### src/hdl/trq_pkg.sv
package trq_pkg;

    localparam int TID_W   = 5;
    localparam int CODE_W  = 3;
    localparam int FUNC_W  = 2;

    localparam logic [FUNC_W-1:0] FUNC_SET   = 2'd0;
    localparam logic [FUNC_W-1:0] FUNC_YIELD = 2'd1;
    localparam logic [FUNC_W-1:0] FUNC_QUERY = 2'd2;

    localparam logic [CODE_W-1:0] CODE_READY = 3'd0;
    localparam logic [CODE_W-1:0] CODE_RESET = 3'd7;

    typedef struct packed {
        logic [FUNC_W-1:0] func;
        logic [TID_W-1:0]  thread_id;
        logic [CODE_W-1:0] new_state;
    } op_t;

    typedef struct packed {
        logic [CODE_W-1:0] old_state;
        logic              op_error;
        logic              queue_empty;
        logic [TID_W-1:0]  head_thread;
    } res_t;

endpackage

### src/hdl/trq_ring.sv
module trq_ring
    import trq_pkg::*;
#(
    parameter int MAX_THREADS = 32
)
(
    input  logic clk,
    input  logic rst_n,
    input  logic exec,
    input  op_t  op,
    output res_t result
);

    localparam int IDX_W = (MAX_THREADS > 1) ? $clog2(MAX_THREADS) : 1;

    logic [IDX_W-1:0]  head_reg;
    logic              valid_reg;
    logic [IDX_W-1:0]  next_link_reg [MAX_THREADS];
    logic [IDX_W-1:0]  prev_link_reg [MAX_THREADS];
    logic [CODE_W-1:0] code_reg      [MAX_THREADS];

    logic [IDX_W-1:0]  head_next;
    logic              valid_next;

    logic              in_range;
    logic [IDX_W-1:0]  t_idx;
    logic [IDX_W-1:0]  t_next;
    logic [IDX_W-1:0]  t_prev;
    logic [IDX_W-1:0]  tail_idx;
    logic [CODE_W-1:0] old_code;
    logic              err;
    logic              code_we;

    // three write ports per link table; addresses never collide within one op
    logic [2:0]            nx_we;
    logic [2:0][IDX_W-1:0] nx_wa;
    logic [2:0][IDX_W-1:0] nx_wd;
    logic [2:0]            pv_we;
    logic [2:0][IDX_W-1:0] pv_wa;
    logic [2:0][IDX_W-1:0] pv_wd;

    assign in_range = (int'(op.thread_id) < MAX_THREADS);
    assign t_idx    = IDX_W'(op.thread_id);
    assign t_next   = next_link_reg[t_idx];
    assign t_prev   = prev_link_reg[t_idx];
    assign tail_idx = prev_link_reg[head_reg];

    always_comb
    begin
        head_next  = head_reg;
        valid_next = valid_reg;
        old_code   = CODE_RESET;
        err        = 1'b0;
        code_we    = 1'b0;
        nx_we      = '0;
        nx_wa      = '0;
        nx_wd      = '0;
        pv_we      = '0;
        pv_wa      = '0;
        pv_wd      = '0;
        if (!in_range)
        begin
            err = 1'b1;
        end
        else
        begin
            old_code = code_reg[t_idx];
            case (op.func)
                FUNC_SET:
                begin
                    if (op.new_state == CODE_READY)
                    begin
                        if (old_code == CODE_READY)
                        begin
                            err = 1'b1;
                        end
                        else
                        begin
                            code_we = 1'b1;
                            if (!valid_reg)
                            begin
                                nx_we[0] = 1'b1; nx_wa[0] = t_idx; nx_wd[0] = t_idx;
                                pv_we[0] = 1'b1; pv_wa[0] = t_idx; pv_wd[0] = t_idx;
                            end
                            else
                            begin
                                // splice in between tail and head, then take the head
                                nx_we[0] = 1'b1; nx_wa[0] = t_idx;    nx_wd[0] = head_reg;
                                pv_we[0] = 1'b1; pv_wa[0] = t_idx;    pv_wd[0] = tail_idx;
                                nx_we[1] = 1'b1; nx_wa[1] = tail_idx; nx_wd[1] = t_idx;
                                pv_we[1] = 1'b1; pv_wa[1] = head_reg; pv_wd[1] = t_idx;
                            end
                            head_next  = t_idx;
                            valid_next = 1'b1;
                        end
                    end
                    else
                    begin
                        code_we = 1'b1;
                        if (old_code == CODE_READY)
                        begin
                            nx_we[0] = 1'b1; nx_wa[0] = t_prev; nx_wd[0] = t_next;
                            pv_we[0] = 1'b1; pv_wa[0] = t_next; pv_wd[0] = t_prev;
                            if (head_reg == t_idx)
                            begin
                                if (t_next == t_idx)
                                begin
                                    valid_next = 1'b0;
                                    head_next  = '0;
                                end
                                else
                                begin
                                    head_next = t_next;
                                end
                            end
                        end
                    end
                end
                FUNC_YIELD:
                begin
                    if (old_code != CODE_READY)
                    begin
                        err = 1'b1;
                    end
                    else if (t_next != t_idx)
                    begin
                        if (head_reg == t_idx)
                        begin
                            // the head moving to the tail just advances the head
                            head_next = t_next;
                        end
                        else if (t_next != head_reg)
                        begin
                            // unlink, then splice in between tail and head
                            nx_we[0] = 1'b1; nx_wa[0] = t_prev;   nx_wd[0] = t_next;
                            pv_we[0] = 1'b1; pv_wa[0] = t_next;   pv_wd[0] = t_prev;
                            nx_we[1] = 1'b1; nx_wa[1] = t_idx;    nx_wd[1] = head_reg;
                            pv_we[1] = 1'b1; pv_wa[1] = t_idx;    pv_wd[1] = tail_idx;
                            nx_we[2] = 1'b1; nx_wa[2] = tail_idx; nx_wd[2] = t_idx;
                            pv_we[2] = 1'b1; pv_wa[2] = head_reg; pv_wd[2] = t_idx;
                        end
                    end
                end
                FUNC_QUERY:
                begin
                    err = 1'b0;
                end
                default:
                begin
                    err = 1'b1;
                end
            endcase
        end
    end

    always_ff @(posedge clk or negedge rst_n)
    begin
        if (!rst_n)
        begin
            head_reg  <= '0;
            valid_reg <= 1'b0;
            for (int i = 0; i < MAX_THREADS; i++)
            begin
                code_reg[i] <= CODE_RESET;
            end
        end
        else if (exec)
        begin
            head_reg  <= head_next;
            valid_reg <= valid_next;
            if (code_we)
            begin
                code_reg[t_idx] <= op.new_state;
            end
        end
    end

    always_ff @(posedge clk)
    begin
        if (exec)
        begin
            for (int i = 0; i < MAX_THREADS; i++)
            begin
                for (int k = 0; k < 3; k++)
                begin
                    if (nx_we[k] && nx_wa[k] == IDX_W'(i))
                    begin
                        next_link_reg[i] <= nx_wd[k];
                    end
                    if (pv_we[k] && pv_wa[k] == IDX_W'(i))
                    begin
                        prev_link_reg[i] <= pv_wd[k];
                    end
                end
            end
        end
    end

    assign result.head_thread = valid_next ? TID_W'(head_next) : '0;
    assign result.queue_empty = !valid_next;
    assign result.op_error    = err;
    assign result.old_state   = old_code;

    a_empty_head_zero: assert property (@(posedge clk) disable iff (!rst_n)
        !valid_reg |-> head_reg == '0)
        else $error("empty queue with nonzero head");

    a_head_is_ready: assert property (@(posedge clk) disable iff (!rst_n)
        valid_reg |-> code_reg[head_reg] == CODE_READY)
        else $error("head thread not in ready state");

    a_error_holds_head: assert property (@(posedge clk) disable iff (!rst_n)
        exec && err |=> $stable(head_reg) && $stable(valid_reg))
        else $error("rejected operation changed the queue head");

    a_ready_takes_head: assert property (@(posedge clk) disable iff (!rst_n)
        exec && code_we && op.new_state == CODE_READY
        |=> valid_reg && head_reg == $past(t_idx))
        else $error("thread made ready did not become head");

endmodule

### src/hdl/thread_ready_queue_core.sv
// Channel   Dir  Bits  Contents
// s_tdata   in   8     thread_id[4:0], new_state[7:5]
// s_tuser   in   2     func
// m_tdata   out  16    head_thread[4:0], queue_empty[5], op_error[6], old_state[9:7]
//
// One beat in, one beat out; sustained rate one beat per cycle while the output is not stalled.
// Each beat passes through the input register, then the ring update and result register.
// The ring update is a single pass over register-file link tables (no memory ports).
// Reset clears the head, marks every thread not ready; link tables need no clearing.
// A stalled output holds its result; the input side keeps flowing as long as the
// result register is empty or being drained in the same cycle.
module thread_ready_queue_core
    import trq_pkg::*;
#(
    parameter int MAX_THREADS = 32
)
(
    input  logic        clk,
    input  logic        rst_n,
    input  logic        s_tvalid,
    output logic        s_tready,
    input  logic [7:0]  s_tdata,   // thread_id[4:0], new_state[7:5]
    input  logic [1:0]  s_tuser,   // func[1:0]
    output logic        m_tvalid,
    input  logic        m_tready,
    output logic [15:0] m_tdata    // head_thread[4:0], queue_empty, op_error, old_state
);

    logic in_valid_reg;
    op_t  in_op_reg;
    logic out_valid_reg;
    res_t out_res_reg;

    logic advance;
    res_t ring_res;

    // advance when the result register is free or drains this cycle
    assign advance  = in_valid_reg && (!out_valid_reg || m_tready);
    assign s_tready = !in_valid_reg || advance;

    always_ff @(posedge clk or negedge rst_n)
    begin
        if (!rst_n)
        begin
            in_valid_reg  <= 1'b0;
            out_valid_reg <= 1'b0;
        end
        else
        begin
            if (s_tready)
            begin
                in_valid_reg <= s_tvalid;
            end
            if (advance)
            begin
                out_valid_reg <= 1'b1;
            end
            else if (m_tready)
            begin
                out_valid_reg <= 1'b0;
            end
        end
    end

    // payload registers: capture the beat, hold the result
    always_ff @(posedge clk)
    begin
        if (s_tready && s_tvalid)
        begin
            in_op_reg.func      <= s_tuser;
            in_op_reg.thread_id <= s_tdata[4:0];
            in_op_reg.new_state <= s_tdata[7:5];
        end
        if (advance)
        begin
            out_res_reg <= ring_res;
        end
    end

    trq_ring #(
        .MAX_THREADS(MAX_THREADS)
    ) u_ring (
        .clk   (clk),
        .rst_n (rst_n),
        .exec  (advance),
        .op    (in_op_reg),
        .result(ring_res)
    );

    assign m_tvalid = out_valid_reg;
    assign m_tdata  = {6'b0, out_res_reg.old_state, out_res_reg.op_error,
                       out_res_reg.queue_empty, out_res_reg.head_thread};

endmodule

### config.mk
export PLATFORM = sky130hd
export DESIGN_NAME = thread_ready_queue_core
export DESIGN_NICKNAME = d
export VERILOG_FILES = /design/src/hdl/trq_pkg.sv /design/src/hdl/trq_ring.sv /design/src/hdl/thread_ready_queue_core.sv
export SDC_FILE = /design/constraint.sdc
export NUM_CORES = 1
export LEC_CHECK = 0
export BUFFER_PORTS_ARGS = -buffer_cell sky130_fd_sc_hd__buf_2
export CAP_MARGIN = 20
export CORE_ASPECT_RATIO = 1.4
export CORE_MARGIN = 1.5
export CORE_UTILIZATION = 50
export DETAILED_ROUTE_END_ITERATION = 10
export PLACE_DENSITY = 0.65
export SYNTH_ARGS = -nofsm -noshare
export SYNTH_HDL_FRONTEND = slang
export SYNTH_HIERARCHICAL = 1
export SYNTH_SLANG_ARGS = --single-unit
### constraint.sdc
create_clock -name clk -period 5.4 [get_ports clk]
set_clock_uncertainty 0.2 [all_clocks]
set_input_delay 1.35 -clock clk [delete_from_list [all_inputs] [get_ports clk]]
set_output_delay 1.35 -clock clk [all_outputs]
set_load 0.005 [all_outputs]
==> results.md <==
| Group | Quantity | Reported |
|:---|:---|:---|
| timing | Slew HR | 35.7% |
| synth | Warning count from the yosys run | 6 |
| synth | Area fraction of the dominant cell type after synthesis | 34.4% |
| synth | Portion of the post-synthesis area used by sequential elements | 43.6% |
| synth | Leading post-synthesis cells by cell area | sky130_fd_sc_hd__edfxtp_1 (34%), sky130_fd_sc_hd__mux2i_1 (19%), sky130_fd_sc_hd__dfstp_2 (8.5%), sky130_fd_sc_hd__mux4_2 (7.4%), sky130_fd_sc_hd__mux2_2 (3.9%) |
| detailed routing | Final routed wirelength across all metal layers | 110000 um |
| synth | Flop and latch count out of synthesis | 444 |
| worst setup path | Slowest Stage Delay on Critical Path | 0.64 ns |
| synth | Xor and xnor fraction of the mapped netlist area | 0.236% |
| placed design | Post-detailed-placement cell area | 32300 um2 |
| synth | Leading cell type by number of instances after synthesis | sky130_fd_sc_hd__mux2i_1 |
| clock tree | Clock transition at the register clock pins on the worst setup and hold paths after CTS | 0.06 ns |
| detailed routing | Initial DRC Count | 2662 |
| detailed routing | Number of optimization iterations in the first detailed-route pass | 6 |
| synth | Largest family of logic cells by synthesized area | multiplexers |
| clock tree | Max H-tree Level | 2 |
| synth | Post-synthesis adder-cell area fraction | 0.0844% |
| synth | Synthesized netlist cell count | 2652 |
| die | Die Footprint | 60800 um2 |
| worst setup path | Crit-path most repeated cell | sky130_fd_sc_hd__buf_4 |
| synth | Compound-gate portion of the synthesized area | 10.5% |
| clock tree | Number of buffers added by the clock tree synthesis step | 48 |
| die | Die Wd | 209 um |
| global route | Antenna violations before repair | 1 |
| power | Overall Power | 10.9 mW |
| synth | Count of flip-flops with a built-in enable after synthesis | 340 |
| timing | Maximum clock rate | 0.186 GHz |
| global route | First-pass GRT wire length | 161000 um |
| die | Core footprint | 58600 um2 |
| timing | Setup_tns | 0 ns |
| clock tree | Clk Latency, worst-skew pair | 0.61 ns |
| global route | Gr usage total | 35.8% |
| min path | Path type of the worst min-delay path | flip-flop to flip-flop |
| detailed routing | Post-route antenna net violation count | 0 |
| synth | Commonest cells in the netlist | sky130_fd_sc_hd__mux2i_1 (553), sky130_fd_sc_hd__edfxtp_1 (340), sky130_fd_sc_hd__nand2_1 (305) |
| layout | Post-layout net count | 2813 |
| worst setup path | Largest delay contributor family on the critical path | simple AND/OR/NAND/NOR gates |
| synth | Post-synthesis cell type count | 95 |
| layout | Post-Route Utilization | 58.5% |
| timing | Final Hold Vio Count | 0 |
| clock tree | Root buffer cell | sky130_fd_sc_hd__clkbuf_16 |
| clock tree | Clock tree buffer depth | 3 |
| detailed routing | DR WL/cell | 30.7 um |
| timing | Final worst hold slack | 0.353 ns |
| worst setup path | Number of buffer and inverter stages on the critical path | 5 |
| detailed routing | Number of vias after detailed routing | 24300 |
| global route | Largest net degree at the start of global routing | 65 |
| worst setup path | CP Class | flip-flop to flip-flop |
| die | Floorplan die height | 291 um |
| worst setup path | CP startpoint kind | flip-flop |
| clock tree | Clock net sink count | 444 |
| clock tree | TritonCTS clock tree | built |
| global route | Via count of the first global-routing pass | 24500 |
| timing | Share of the clock period used by the worst path after layout | 99.8% |
| synth | Mean cell area of the mapped netlist | 11.2 um2 |
| synth | Area fraction in and, or, nand and nor cells after synthesis | 11.2% |
| power | Total leakage power | 13.5 nW |
| die | Floorplan row count | 105 |
| layout | Area growth from synthesis to layout | 15.5% |
| layout | Summed area of non-filler cells in the final layout | 34300 um2 |
| synth | Most frequently used flop master after synthesis | sky130_fd_sc_hd__edfxtp_1 |
| worst setup path | Maximum net fanout on the critical path | 18 |
| layout | Antenna Diode Count | 0 |
| flow run | Max-cap check violation count | 0 |
| worst setup path | Data arrival at the endpoint of the critical path | 5.42 ns |
| worst setup path | Cells along the critical path | buf_12 -> buf_16 -> mux2i_4 -> o22ai_1 -> or4_1 -> or2_1 -> xnor2_2 -> o41a_1 -> buf_4 -> and3_2 -> a2111oi_4 -> buf_4 -> clkdlybuf4s15_2 -> nand3_1 -> nor2b_1 -> o21ai_0 |
| timing | Worst Tran Pin Value | 0.961 ns |
| timing | Number of setup violations in the final report | 0 |
| placed design | Number of input and output port buffers inserted | 25 |
| detailed routing | Detailed-route vias per instance | 6.78 |
| synth | Library cell occupying the most area in the post-synthesis netlist | sky130_fd_sc_hd__edfxtp_1 |
| worst setup path | Slowest library cell on the worst path | sky130_fd_sc_hd__or4_1 |
| power | Power per cell area | 317 nW/um2 |
| placed design | Gpl congestion | 1.04 |
| outcome | Run status | finished, final reports clean |
| die | Starting utilization of the core area | 50.6% |
| power | Max rail drop VDD | 0.000260 V |
| synth | Fraction of synthesis flops using an asynchronous set or reset pin | 23.4% |
| timing | Max-slew violation count | 0 |
| global route | Remaining global-route overflow | 0 |
| timing | Final Critical Period | 5.39 ns |
| layout | Proportion of layout cells with a drive suffix above 1 | 29.9% |
| layout | Fillcell total | 4831 |
| synth | Synthesized area | 29700 um2 |
| synth | Share of cell area taken by muxes after synthesis | 30.0% |
| die | Top Ports | 32 |
| worst setup path | Endpoint type of the worst setup path | flip-flop |
| worst setup path | Worst Path Required | 5.43 ns |
| placed design | Post-DP HPWL | 75200 um |
| detailed routing | Post-route DRC violation count | 0 |
==> per-layer routing <==
layer / wire (um) / track usage [%] / share of wire (%) / up-vias
met4: 9680 / 26.7 / 8.8 / 2
li1: - / - / - / 10300
met1: 38000 / 40.2 / 35 / 11900
met5: 16 / 0 / 0.015 / -
met3: 8950 / 6.42 / 8.1 / 542
met2: 53400 / 60.7 / 49 / 1451
==> report_power, final <==
group          internal (mW)  switching [mW]
Sequential              3.95           0.152
Clock                   1.78            1.42
Combinational           1.27            2.28
==> stage by stage <==
stage,cells,setup slack (ns)
after global placement,3467,-0.305
after global routing,3580,-0.0236
after CTS,3560,0.0147
after floorplan,2657,0.713
after detailed placement,3467,-0.296
final,3580,0.0114
==> final timing paths <==
check | startpoint | to | slack (ns) | depth (start not counted)
worst max register to register | in_op_reg[4] | u_ring/prev_link_reg[14][3] | 0.01 | 16
worst max-delay path | in_op_reg[4] | u_ring/prev_link_reg[14][3] | 0.01 | 16
max in group asynchronous | rst_n | u_ring/code_reg[24] | 3.32 | 2
min in group asynchronous | rst_n | u_ring/head_reg[2] | 0.63 | 1
worst min register to register | in_valid_reg | m_tvalid | 0.35 | 1
worst min-delay path | in_valid_reg | m_tvalid | 0.35 | 1
==> what timing repair did <==
action                                  4_1_cts  5_1_grt
hold buffers                                  0        0
gates cloned                                  0        2
setup buffers                                 9       17
endpoints found under the hold margin         0        0
endpoints found under the setup margin      380      564
pin swaps                                     3       11
resized for setup                            18       38
==> cell families after synthesis <==
kind of cell,Yosys count
flops,444
compound gates,498
fa+ha+maj,2
mux,754
xor+xnor,8
simple gates,646
buf+inv,299
other cells,1
==> cell type report <==
type / count / area (um2) / share of cell area, %
clock buffers: 63 / 1290 / 3.76
clock inverters: 21 / 198 / 0.577
inverters: 31 / 116 / 0.340
multi-input cells: 1914 / 15800 / 46.1
flip-flops and latches: 444 / 12900 / 37.8
well taps: 749 / 937 / 2.74
repair buffers: 358 / 2990 / 8.72
==> placed cells by master, fill, tap and decap left out, drive strengths merged, types with 7 or more instances in the layout <==
cell    instances
a21oi          60
inv            33
nor2          103
nand3          51
o221ai         14
and2           15
o21ai         239
o31ai           8
nand2         305
clkbuf         65
dfrtp           8
nor4           18
o22ai          82
dfstp          96
and3           12
edfxtp        340
nor3           59
nand2b         16
mux2i         553
or3             9
buf           355
a211o           7
o211ai         20
clkinv         14
nor2b          14
mux4           98
mux2          103
No activity file was read; power rests on OpenSTA's default activity.
